==> src/design/ppmfd_pkg.sv <==
package ppmfd_pkg;

   // Field widths
   localparam int unsigned TIME_W   = 32;
   localparam int unsigned WIDTH_W  = 16;
   localparam int unsigned SUM_W    = WIDTH_W + 1;
   localparam int unsigned INDEX_W  = 3;
   localparam int unsigned CSR_IDX_W  = 8;
   localparam int unsigned CSR_DATA_W = 32;

   // Result carries a fixed set of six channel fields
   localparam int unsigned NUM_FIELDS    = 6;
   localparam int unsigned NUM_SLOTS_DEF = 6;

   localparam logic [INDEX_W-1:0] EMIT_INDEX = 3'd5;
   localparam logic [INDEX_W-1:0] INDEX_MAX  = 3'd7;

   // Register reset values
   localparam logic [WIDTH_W-1:0] PULSE_MAX_RST  = 16'd510;
   localparam logic [WIDTH_W-1:0] SYNC_MIN_RST   = 16'd1910;
   localparam logic [WIDTH_W-1:0] VALUE_LOW_RST  = 16'd810;
   localparam logic [WIDTH_W-1:0] VALUE_HIGH_RST = 16'd2210;

   typedef enum logic [CSR_IDX_W-1:0] {
      REG_PULSE_MAX  = 8'd0,
      REG_SYNC_MIN   = 8'd1,
      REG_VALUE_LOW  = 8'd2,
      REG_VALUE_HIGH = 8'd3
   } reg_index_type;

   typedef struct packed {
      logic [WIDTH_W-1:0] pulse_max;
      logic [WIDTH_W-1:0] sync_min;
      logic [WIDTH_W-1:0] value_low;
      logic [WIDTH_W-1:0] value_high;
   } cfg_type;

   typedef logic [NUM_FIELDS-1:0][WIDTH_W-1:0] frame_type;

   typedef struct packed {
      logic      valid;
      frame_type frame;
   } step_type;

endpackage

==> src/design/ppmfd_if.sv <==
interface ppmfd_req_if import ppmfd_pkg::*; ();
   logic              valid;
   logic              ready;
   logic [TIME_W-1:0] edge_time;

   modport source (output valid, output edge_time, input ready);
   modport sink   (input valid, input edge_time, output ready);
endinterface

interface ppmfd_rsp_if import ppmfd_pkg::*; ();
   logic               valid;
   logic               ready;
   logic [WIDTH_W-1:0] ch1_width;
   logic [WIDTH_W-1:0] ch2_width;
   logic [WIDTH_W-1:0] ch3_width;
   logic [WIDTH_W-1:0] ch4_width;
   logic [WIDTH_W-1:0] ch5_width;
   logic [WIDTH_W-1:0] ch6_width;

   modport source (output valid, output ch1_width, output ch2_width, output ch3_width,
                   output ch4_width, output ch5_width, output ch6_width, input ready);
   modport sink   (input valid, input ch1_width, input ch2_width, input ch3_width,
                   input ch4_width, input ch5_width, input ch6_width, output ready);
endinterface

interface ppmfd_csr_if import ppmfd_pkg::*; ();
   logic                  valid;
   logic                  ready;
   logic [CSR_IDX_W-1:0]  index;
   logic [CSR_DATA_W-1:0] data;

   modport source (output valid, output index, output data, input ready);
   modport sink   (input valid, input index, input data, output ready);
endinterface

==> src/design/ppmfd_csr.sv <==
module ppmfd_csr import ppmfd_pkg::*; (
   input  logic        clock,
   input  logic        reset,
   ppmfd_csr_if.sink   csr_chan,
   output cfg_type     cfg
);

   cfg_type cfg_ff;
   cfg_type cfg_in;
   logic    wr_en;

   assign csr_chan.ready = 1'b1;
   assign wr_en          = csr_chan.valid;
   assign cfg            = cfg_ff;

   always_comb begin
      cfg_in = cfg_ff;
      if (wr_en) begin
         unique case (csr_chan.index)
            REG_PULSE_MAX:  cfg_in.pulse_max  = csr_chan.data[WIDTH_W-1:0];
            REG_SYNC_MIN:   cfg_in.sync_min   = csr_chan.data[WIDTH_W-1:0];
            REG_VALUE_LOW:  cfg_in.value_low  = csr_chan.data[WIDTH_W-1:0];
            REG_VALUE_HIGH: cfg_in.value_high = csr_chan.data[WIDTH_W-1:0];
            default:        cfg_in = cfg_ff; // unknown index: ignored
         endcase
      end
   end

   always_ff @(posedge clock) begin
      if (reset) begin
         cfg_ff.pulse_max  <= PULSE_MAX_RST;
         cfg_ff.sync_min   <= SYNC_MIN_RST;
         cfg_ff.value_low  <= VALUE_LOW_RST;
         cfg_ff.value_high <= VALUE_HIGH_RST;
      end else begin
         cfg_ff <= cfg_in;
      end
   end

endmodule

==> src/design/ppmfd_core.sv <==
module ppmfd_core import ppmfd_pkg::*; #(
   parameter int unsigned NUM_SLOTS = NUM_SLOTS_DEF
) (
   input  logic        clock,
   input  logic        reset,
   input  cfg_type     cfg,
   ppmfd_req_if.sink   req_chan,
   input  logic        advance,
   output step_type    step
);

   // Input register
   logic              in_valid_ff, in_valid_in;
   logic [TIME_W-1:0] in_time_ff;
   logic              take;
   logic              fire;

   // Decoder state
   logic [TIME_W-1:0]  last_edge_ff, last_edge_in;
   logic [WIDTH_W-1:0] pulse_width_ff, pulse_width_in;
   logic [INDEX_W-1:0] slot_index_ff, slot_index_in;
   logic [WIDTH_W-1:0] slot_ff [NUM_SLOTS];
   logic [WIDTH_W-1:0] slot_in [NUM_SLOTS];

   logic [TIME_W-1:0] interval;
   logic [SUM_W-1:0]  sum;
   logic              is_pulse;
   logic              is_sync;
   logic              in_range;
   logic              slot_exists;

   assign fire          = in_valid_ff & advance;
   assign req_chan.ready = ~in_valid_ff | advance;
   assign take          = req_chan.valid & req_chan.ready;

   always_comb begin
      priority if (take) begin
         in_valid_in = 1'b1;
      end else if (fire) begin
         in_valid_in = 1'b0;
      end else begin
         in_valid_in = in_valid_ff;
      end
   end

   always_ff @(posedge clock) begin
      if (reset) begin
         in_valid_ff <= 1'b0;
      end else begin
         in_valid_ff <= in_valid_in;
      end
   end

   always_ff @(posedge clock) begin
      if (take) begin
         in_time_ff <= req_chan.edge_time;
      end
   end

   // Classify the interval: pulse test first, then sync
   assign interval    = in_time_ff - last_edge_ff;
   assign is_pulse    = interval < {{(TIME_W-WIDTH_W){1'b0}}, cfg.pulse_max};
   assign is_sync     = interval > {{(TIME_W-WIDTH_W){1'b0}}, cfg.sync_min};
   assign sum         = {1'b0, interval[WIDTH_W-1:0]} + {1'b0, pulse_width_ff};
   assign slot_exists = {{(32-INDEX_W){1'b0}}, slot_index_ff} < 32'(NUM_SLOTS);
   assign in_range    = (sum > {1'b0, cfg.value_low}) && (sum < {1'b0, cfg.value_high})
                        && slot_exists;

   always_comb begin
      last_edge_in   = in_time_ff;
      pulse_width_in = pulse_width_ff;
      slot_index_in  = slot_index_ff;
      for (int i = 0; i < NUM_SLOTS; i++) begin
         slot_in[i] = slot_ff[i];
      end
      priority if (is_pulse) begin
         pulse_width_in = interval[WIDTH_W-1:0];
      end else if (is_sync) begin
         slot_index_in = '0;
      end else begin
         for (int i = 0; i < NUM_SLOTS; i++) begin
            if (in_range && slot_index_ff == INDEX_W'(i)) begin
               slot_in[i] = sum[WIDTH_W-1:0];
            end
         end
         if (slot_index_ff != INDEX_MAX) begin
            slot_index_in = slot_index_ff + INDEX_W'(1);
         end
      end
   end

   always_ff @(posedge clock) begin
      if (reset) begin
         last_edge_ff   <= '0;
         pulse_width_ff <= '0;
         slot_index_ff  <= '0;
         for (int i = 0; i < NUM_SLOTS; i++) begin
            slot_ff[i] <= '0;
         end
      end else if (fire) begin
         last_edge_ff   <= last_edge_in;
         pulse_width_ff <= pulse_width_in;
         slot_index_ff  <= slot_index_in;
         for (int i = 0; i < NUM_SLOTS; i++) begin
            slot_ff[i] <= slot_in[i];
         end
      end
   end

   // Frame goes out whenever the index lands on the emit slot
   assign step.valid = fire && (slot_index_in == EMIT_INDEX);

   for (genvar j = 0; j < NUM_FIELDS; j++) begin : g_field
      if (j < NUM_SLOTS) begin : g_slot
         assign step.frame[j] = slot_in[j];
      end else begin : g_zero
         assign step.frame[j] = '0;
      end
   end

endmodule

==> src/design/ppm_frame_decoder.sv <==
// PPM frame decoder.
// req_chan carries one edge timestamp (edge_time, microseconds, wrapping)
// per transfer. Each edge updates the pulse, sync and channel-slot state;
// whenever an edge leaves the channel index at 5, one transfer on rsp_chan
// carries all six slot widths (ch1_width .. ch6_width, slots beyond
// NUM_SLOTS read as zero). Edges that give no frame produce nothing.
// csr_chan writes the four threshold registers (index 0..3, low 16 data
// bits kept, other indexes ignored); it is always ready. The user must write
// it only while the decoder is idle; the block itself does not enforce this.
// An edge is registered in the input register, processed from there and its
// frame registered in the output register, from which rsp_chan offers it.
// Throughput: one edge per cycle while rsp_chan does not stall; an edge is
// taken while a frame waits, with one edge held in the input register.
// Reset (synchronous): thresholds return to 510/1910/810/2210, timestamp
// base, pulse width, index and slots clear to zero, both registers empty.
// rsp_chan stall: the frame holds and the held edge waits; req_chan.ready
// drops once the input register is full and the output is stalled.
module ppm_frame_decoder import ppmfd_pkg::*; #(
   parameter int unsigned NUM_SLOTS = NUM_SLOTS_DEF
) (
   input  logic        clock,
   input  logic        reset,
   ppmfd_req_if.sink   req_chan,
   ppmfd_rsp_if.source rsp_chan,
   ppmfd_csr_if.sink   csr_chan
);

   cfg_type   cfg;
   step_type  step;
   logic      advance;
   logic      rsp_valid_ff, rsp_valid_in;
   frame_type rsp_frame_ff;

   ppmfd_csr u_csr (
      .clock    (clock),
      .reset    (reset),
      .csr_chan (csr_chan),
      .cfg      (cfg)
   );

   ppmfd_core #(
      .NUM_SLOTS (NUM_SLOTS)
   ) u_core (
      .clock    (clock),
      .reset    (reset),
      .cfg      (cfg),
      .req_chan (req_chan),
      .advance  (advance),
      .step     (step)
   );

   // Output register: free when empty or being drained this cycle
   assign advance = ~rsp_valid_ff | rsp_chan.ready;

   always_comb begin
      rsp_valid_in = rsp_valid_ff;
      if (advance) begin
         rsp_valid_in = step.valid;
      end
   end

   always_ff @(posedge clock) begin
      if (reset) begin
         rsp_valid_ff <= 1'b0;
      end else begin
         rsp_valid_ff <= rsp_valid_in;
      end
   end

   always_ff @(posedge clock) begin
      if (advance && step.valid) begin
         rsp_frame_ff <= step.frame;
      end
   end

   assign rsp_chan.valid     = rsp_valid_ff;
   assign rsp_chan.ch1_width = rsp_frame_ff[0];
   assign rsp_chan.ch2_width = rsp_frame_ff[1];
   assign rsp_chan.ch3_width = rsp_frame_ff[2];
   assign rsp_chan.ch4_width = rsp_frame_ff[3];
   assign rsp_chan.ch5_width = rsp_frame_ff[4];
   assign rsp_chan.ch6_width = rsp_frame_ff[5];

endmodule
==> src/flat_wrapper.sv <==
// flat-port wrapper written by rule: the top's interface ports become plain ports
module ppm_frame_decoder_flat import ppmfd_pkg::*;
#(
   parameter int unsigned NUM_SLOTS = NUM_SLOTS_DEF
)
  (clock, reset, req_chan_valid, req_chan_edge_time, req_chan_ready, rsp_chan_valid, rsp_chan_ch1_width, rsp_chan_ch2_width, rsp_chan_ch3_width, rsp_chan_ch4_width, rsp_chan_ch5_width, rsp_chan_ch6_width, rsp_chan_ready, csr_chan_valid, csr_chan_index, csr_chan_data, csr_chan_ready);
  ppmfd_req_if req_chan_i ();
  ppmfd_rsp_if rsp_chan_i ();
  ppmfd_csr_if csr_chan_i ();
  input  logic clock;
  input  logic reset;
  input wire logic [$bits(req_chan_i.valid)-1:0] req_chan_valid;
  input wire logic [$bits(req_chan_i.edge_time)-1:0] req_chan_edge_time;
  output wire logic [$bits(req_chan_i.ready)-1:0] req_chan_ready;
  output wire logic [$bits(rsp_chan_i.valid)-1:0] rsp_chan_valid;
  output wire logic [$bits(rsp_chan_i.ch1_width)-1:0] rsp_chan_ch1_width;
  output wire logic [$bits(rsp_chan_i.ch2_width)-1:0] rsp_chan_ch2_width;
  output wire logic [$bits(rsp_chan_i.ch3_width)-1:0] rsp_chan_ch3_width;
  output wire logic [$bits(rsp_chan_i.ch4_width)-1:0] rsp_chan_ch4_width;
  output wire logic [$bits(rsp_chan_i.ch5_width)-1:0] rsp_chan_ch5_width;
  output wire logic [$bits(rsp_chan_i.ch6_width)-1:0] rsp_chan_ch6_width;
  input wire logic [$bits(rsp_chan_i.ready)-1:0] rsp_chan_ready;
  input wire logic [$bits(csr_chan_i.valid)-1:0] csr_chan_valid;
  input wire logic [$bits(csr_chan_i.index)-1:0] csr_chan_index;
  input wire logic [$bits(csr_chan_i.data)-1:0] csr_chan_data;
  output wire logic [$bits(csr_chan_i.ready)-1:0] csr_chan_ready;
  assign req_chan_i.valid = req_chan_valid;
  assign req_chan_i.edge_time = req_chan_edge_time;
  assign req_chan_ready = req_chan_i.ready;
  assign rsp_chan_valid = rsp_chan_i.valid;
  assign rsp_chan_ch1_width = rsp_chan_i.ch1_width;
  assign rsp_chan_ch2_width = rsp_chan_i.ch2_width;
  assign rsp_chan_ch3_width = rsp_chan_i.ch3_width;
  assign rsp_chan_ch4_width = rsp_chan_i.ch4_width;
  assign rsp_chan_ch5_width = rsp_chan_i.ch5_width;
  assign rsp_chan_ch6_width = rsp_chan_i.ch6_width;
  assign rsp_chan_i.ready = rsp_chan_ready;
  assign csr_chan_i.valid = csr_chan_valid;
  assign csr_chan_i.index = csr_chan_index;
  assign csr_chan_i.data = csr_chan_data;
  assign csr_chan_ready = csr_chan_i.ready;
  ppm_frame_decoder #(.NUM_SLOTS(NUM_SLOTS)) u_core (.clock(clock), .reset(reset), .req_chan(req_chan_i), .rsp_chan(rsp_chan_i), .csr_chan(csr_chan_i));
endmodule
==> config.mk <==
export PLATFORM = sky130hd
export DESIGN_NAME = ppm_frame_decoder_flat
export DESIGN_NICKNAME = d
export VERILOG_FILES = /design/src/design/ppmfd_pkg.sv /design/src/design/ppmfd_if.sv /design/src/design/ppmfd_csr.sv /design/src/design/ppmfd_core.sv /design/src/design/ppm_frame_decoder.sv /design/src/flat_wrapper.sv
export SDC_FILE = /design/constraint.sdc
export NUM_CORES = 1
export LEC_CHECK = 0
export BUFFER_PORTS_ARGS = -buffer_cell sky130_fd_sc_hd__buf_4
export CAP_MARGIN = 20
export CELL_PAD_IN_SITES_DETAIL_PLACEMENT = 0
export CELL_PAD_IN_SITES_GLOBAL_PLACEMENT = 2
export CORE_ASPECT_RATIO = 0.8
export CORE_MARGIN = 2
export CORE_UTILIZATION = 39
export DETAILED_ROUTE_END_ITERATION = 12
export PLACE_DENSITY_LB_ADDON = 0.1
export SYNTH_ARGS = -nofsm -noshare
export SYNTH_HDL_FRONTEND = slang
export SYNTH_SLANG_ARGS = --single-unit
==> constraint.sdc <==
create_clock -name clock -period 13.4 [get_ports clock]
set_input_delay 1.34 -clock clock [delete_from_list [all_inputs] [get_ports clock]]
set_output_delay 1.34 -clock clock [all_outputs]
set_load 0.05 [all_outputs]
; ---- Word level (Yosys, flattened, before mapping)
; Memories as Yosys holds them, arrays and structs flattened.
; Index checks and enable logic that the tools add are counted.
[classes]
addsub = 3
order_cmp = 5
eq_ne = 10
mux = 24
bitwise = 12
n_reduce_logical = 18
[ops]
columns = operator, n
row1 = 2-to-1 mux 16 bit, 12
row2 = 2-to-1 mux 96 bit, 2
row3 = > comparator 32 x 16 -> 1 bit, 1
row4 = < comparator 32 x 16 -> 1 bit, 1
row5 = subtractor 32 bit, 1
row6 = adder 16 x 16 -> 17 bit, 1
row7 = > comparator 17 x 16 -> 1 bit, 1
row8 = < comparator 17 x 16 -> 1 bit, 1
row9 = equality test 8 x 2 -> 1 bit (second input constant), 2
row10 = logical AND 1 bit, 10
row11 = AND reduction 2 bit, 5
row12 = equality test 3 bit (second input constant), 3
row13 = 2-to-1 mux 3 bit, 3
row14 = equality test 8 x 1 -> 1 bit (second input constant), 1
row15 = logical NOT 8 bit, 1
row16 = bitwise OR 1 bit, 8
row17 = 2-to-1 mux 1 bit, 7
row18 = equality test 3 x 2 -> 1 bit (second input constant), 2
row19 = adder 3 x 1 -> 3 bit (second input constant), 1
row20 = equality test 3 x 1 -> 1 bit (second input constant), 1
row21 = logical NOT 3 bit, 1
row22 = < comparator 3 bit (second input constant), 1
row23 = != test 3 bit (second input constant), 1
row24 = AND 1 bit, 2
row25 = 2 further kinds, 3
[word_totals]
ff_bits = 245
ram_bits = 96
wordCells = 89
memories = 1
[memory_table]
columns = memory, words, word_bits, read_ports, rd_clocked_by_memory_dff, wr, line_no
row1 = u_core.u_core.slot_ff, 6, 16, 6, 0, 6, ppmfd_core.sv:22  ; logic [WIDTH_W-1:0] slot_ff [NUM_SLOTS];

; ---- Longest topological paths before layout
[depth]
word_depth = 10
ltp_mapped = 29
ltp_nobuf = 26

; ---- Cells and area by module
; A second synthesis with hierarchy kept.
[unflattened]
cells_unflattened = 1715
area_unflattened_um2 = 18855.6
[by_module_without_submodules]
columns = mod, n_inst, cells_each, area_each_um2, seq_area_each_um2
row1 = ppmfd_core, 1, 1372, 13297.8, 4884.7
row2 = ppm_frame_decoder, 1, 101, 2937.8, 2902.8
row3 = ppmfd_csr, 1, 242, 2620.0, 1281.2

; ---- Worst setup path before layout
; OpenSTA, ideal clock, no wires.
[synth_timing]
path_kind = reg2reg
start = reg u_core.u_core.in_time_ff[7]
end = reg u_core.rsp_frame_ff (netlist bit u_core.rsp_chan.ch1_width[0]) (enable)
setup_ns = 0.668
arrival_ns = 10.324
t_required_ns = 12.732
setup_slack_ns = 2.408
stages_incl_launch_ff = 18
path_buffers = 0
synth_period_minus_slack_ns = 10.992
path_cell_list = edfxtp_1 > ha_1 > a21o_1 > a2111oi_0 > nand3_1 > a31oi_1 > o21bai_1 > a21oi_1 > xnor2_1 > ha_1 > a21o_1 > a21o_1 > a221oi_1 > o21a_1 > nor2_1 > a32o_1 > a21o_1 > nor3_1
[synth_via]
elab_chain_len = 7
[synth_lines]
columns = element, line_no
row1 = "start, declared", ppmfd_core.sv:14  ; logic [TIME_W-1:0] in_time_ff;
row2 = "start signal, assigned", ppmfd_core.sv:56  ; in_time_ff <= req_chan.edge_time;
row3 = subtractor 32 bit (*), ppmfd_core.sv:61  ; assign interval = in_time_ff - last_edge_ff;
row4 = named net u_core.u_core.interval[13], ppmfd_core.sv:25  ; logic [TIME_W-1:0] interval;
row5 = > comparator 32 x 16 -> 1 bit, ppmfd_core.sv:63  ; assign is_sync = interval > {{(TIME_W-WIDTH_W){1'b0}}, cfg.sync_min};
row6 = 2-to-1 mux 3 bit, ppmfd_core.sv:78  ; end else if (is_sync) begin
row7 = 2-to-1 mux 3 bit (*), ppmfd_core.sv:76  ; priority if (is_pulse) begin
row8 = equality test 3 bit (*), ppmfd_core.sv:111  ; assign step.valid = fire && (slot_index_in == EMIT_INDEX);
row9 = logical AND 1 bit (*), ppmfd_core.sv:111
row10 = logical AND 1 bit (*), ppm_frame_decoder.sv:71  ; if (advance && step.valid) begin
row11 = "end signal, assigned", ppm_frame_decoder.sv:72  ; rsp_frame_ff <= step.frame;
row12 = "end, declared", ppm_frame_decoder.sv:32  ; frame_type rsp_frame_ff;
; Mark *: on every way through the listed nets, which the timed path passes. The rest lies on a longest branch.
; A chain may end at the register's enable or synchronous reset.

==> results.cfg <==
[yosys]
synth_top_cells_by_count = nand2_1, edfxtp_1, mux2i_1, dfxtp_1, a21oi_1
synth_area_leader_cell = edfxtp_1
synth_edf_count = 224
yosysMostFrequentCell = nand2_1
ys_ff_latch = 341
ys_seq_area_share_pct = 49.33
postSynthAreaPerCell_um2 = 10.55
synth_area_um2 = 18390
synth_top_area_share_pct = 36.59
synth.area.top_cells = edfxtp_1, dfxtp_1, ha_1
ys.flop_type = edfxtp_1
synth.distinct_cells = 74
async_flop_share_pct = 0
synth_fp_nets = 1935
synth-warning-count = 0
netlist_instances = 1742

[route]
routedWlPerCell_um = 18.97
viasPerCell = 5.196
drt_iter0_drc = 773
finalWirelength_mm = 48.19
drtAntennaViolNets = 0
drc = 0
firstDrtPassIters = 5
vias = 13200

[cells_and_area]
drive_gt1_share_pct = 14.48
final_cells = 2540
synthToLayoutAreaGrowth_pct = 16.36
antenna_cells = 0
finish.net_count = 2083

[timing]
relSlewSlack_pct = 29.84
rsz0062_at_grt = no
hold_viol_final = 0
clock.fmax_ghz = 0.1245
min_period_ns = 8.032
slew_violations = 0
tightest_slew_ns = 1.045
finalSetupViolCount = 0
setup_tns_ns = 0
skew_ns = 0.01840
post-route-period-util_pct = 59.94

[clocking]
cts_tree = done
htree_levels = 2
cts_hold_buf = 0
clock-sinks = 341
path_clk_slew_ns = 0.06
cts-root-buf = clkbuf_16
clk_path_buf_depth = 3
post_cts_buffers = 0
insertion_delay_ns = 0.55
cts_buffers = 39
post_cts_resized = 0

[status]
status = finished, final reports clean

[power_and_ir_drop]
cellPowerDensity_nw_per_um2 = 126.0
p_leak_uw = 0.008733
vdd.ir_drop.worst_mv = 0.08899
power.total_uw = 2695

[flow_run]
maxCapViolations = 0

[worst_setup_path]
path_depth = 22
worstPathArrival_ns = 8.32
r2r_end = u_core.rsp_chan.ch1_width[6]
startpoint = u_core.u_core.in_time_ff[7]
crit_path_max_incr_delay_ns = 0.82
crit_path_end = u_core.rsp_chan.ch1_width[6]
rrSetupSlack_ns = 5.37
cp_max_fo = 32
startpoint_type = register
critical_path_required_ns = 13.69
path_delay_family = simple AND/OR/NAND/NOR gates
rr_startpoint = u_core.u_core.in_time_ff[7]
crit_buf_inv = 1
end_kind = register
rr_worst_depth = 22
path_cells = ha_1, a21o_1, a2111oi_0, nand3_1, a31oi_1, o21bai_1, a21oi_1, xnor2_1, buf_4, ha_1, and3_1, a211o_1, a21oi_1, xnor2_1, ha_1, a221oi_1, o2111ai_1, a21oi_1, or4b_1, nor4b_1, nand4_4, mux2_1
slowest_stage = xnor2_1
critPathKind = reg2reg

[floorplan]
core_area_um2 = 46820
initial_core_util_pct = 39.27
ioPinCount = 176
die_y_um = 198.2
die_w_um = 246.8
row_count = 71
die_area_um2 = 48910

[global_route]
grt-ovfl-total = 0
grt_max_degree = 80
use_met3_pct = 2.670
track_usage_pct = 19.80
grt_util_met1_pct = 29.71
grt_pass1_wl_mm = 74.61
grt_use_met2_pct = 29.86
first_global_vias = 12790
antenna_found_initial = 1
top_usage_layer = met2

[place]
portBuffers = 158
post-place-cells = 2469
place_congestion = 0.8233
dp_hpwl_mm = 33.27

[min_path]
hp-class = reg2reg
[metrics by stage]
stage | area, um^2 | setup slack (ns) | hold slack, ns | util [%]
floorplan | 18390 | 2.408 | 0.4319 | -
global placement | 20200 | 5.507 | 0.4404 | 43.15
detailed placement | 20200 | 5.421 | 0.4439 | 43.15
CTS | 21390 | 5.348 | 0.4520 | 45.70
global route | 21390 | 4.688 | 0.4684 | 45.70
finish | 21390 | 5.368 | 0.4518 | 45.70
[worst min-delay path by stage]
| stage | start | endpoint | slack [ns] | cells after the start |
|---|---|---|---|---|
| 2_1_floorplan | u_core.u_csr.cfg[10] | u_core.u_csr.cfg[10] | 0.43 | 2 |
| 3_3_place_gp | u_core.u_csr.cfg[10] | u_core.u_csr.cfg[10] | 0.44 | 2 |
| 3_5_place_dp | u_core.u_csr.cfg[9] | u_core.u_csr.cfg[9] | 0.44 | 2 |
| 4_1_cts | u_core.u_csr.cfg[9] | u_core.u_csr.cfg[9] | 0.45 | 2 |
| 5_1_grt | u_core.u_core.last_edge_ff[16] | u_core.u_core.last_edge_ff[16] | 0.47 | 2 |
| 6_report | u_core.u_core.last_edge_ff[16] | u_core.u_core.last_edge_ff[16] | 0.45 | 2 |
[metal layers]
metal / up-vias / wire (um)
li1: 6583 / -
met1: 6318 / 24560
met2: 232 / 20890
met3: 66 / 1769
met4: 0 / 972
met5: - / 0
[cell type report]
class / instances / area (um^2)
clock buffers: 62 / 1102
clock inverters: 9 / 91.34
fillers: 4462 / 25420
inverters: 110 / 414.1
multi-input cells: 1204 / 8484
flip-flops and latches: 341 / 9069
well taps: 620 / 775.7
repair buffers: 194 / 1456
[logic make-up after synthesis]
family | after synthesis | synth area share [%]
AND/OR/NAND/NOR | 522 | 12.70
flip-flops | 341 | 49.33
AO/OA/AOI/OAI | 312 | 11.11
multiplexers | 219 | 12.58
buffers and inverters | 197 | 4.669
adder cells (fa/ha/maj) | 116 | 7.976
XOR/XNOR | 34 | 1.620
other | 1 | 0.02040
[registers in the layout, summed over array words and instances, names as in the netlist]
register and flops:
u_core.u_core.last_edge_ff 32, u_core.rsp_chan.ch4_width 16, u_core.rsp_chan.ch1_width 16, u_core.u_core.slot_ff 96, u_core.rsp_chan.ch3_width 16, u_core.u_core.in_valid_ff 1
u_core.u_core.in_time_ff 32, u_core.u_core.pulse_width_ff 16, u_core.rsp_chan.ch2_width 16, u_core.u_csr.cfg 64, u_core.rsp_chan.ch5_width 16, u_core.u_core.slot_index_ff 3
u_core.rsp_chan.ch6_width 16, u_core.rsp_chan.valid 1
[cell usage in the layout (no fill, tap or decap), types with 6 or more instances in the layout]
cell	netlist	final
mux2_1	84	84
a211oi_1	8	8
and2_1	7	7
a211o_1	6	6
dfxtp_1	117	117
mux2i_1	122	122
clkbuf_1	54	19
clkbuf_16	0	39
o21bai_1	8	8
nand2b_1	6	6
nand2_1	354	354
nor2_1	57	56
inv_1	110	109
a2111oi_0	7	7
xor2_1	12	12
nand4_1	19	19
buf_4	8	194
nor3_1	10	9
o211ai_1	37	37
xnor2_1	22	21
a21o_1	30	30
nor4_1	6	6
and3_1	7	7
ha_1	114	114
mux2_2	13	13
o21ai_0	32	32
a31oi_1	7	7
o21a_1	13	13
a21oi_1	115	115
nor2b_1	7	7
edfxtp_1	224	224
nand3_1	14	14
[power by group]
| group | internal (uW) | switching (uW) |
|---|---|---|
| clock | 585 | 432 |
| combinational | 188 | 321 |
| sequential | 1150 | 15.7 |
| total | 1930 | 769 |
[worst reg2reg max path, cell delays in order (launching register included)]
cell and delay [ns]:
edfxtp_1 0.40, ha_1 0.38, a21o_1 0.24, a2111oi_0 0.42, nand3_1 0.27, a31oi_1 0.40
o21bai_1 0.10, a21oi_1 0.18, xnor2_1 0.08, buf_4 0.18, ha_1 0.39, and3_1 0.22
a211o_1 0.13, a21oi_1 0.07, xnor2_1 0.82, ha_1 0.40, a221oi_1 0.29, o2111ai_1 0.17
a21oi_1 0.14, or4b_1 0.57, nor4b_1 0.51, nand4_4 0.76, mux2_1 0.65
Power figures use the tool's default switching activity.
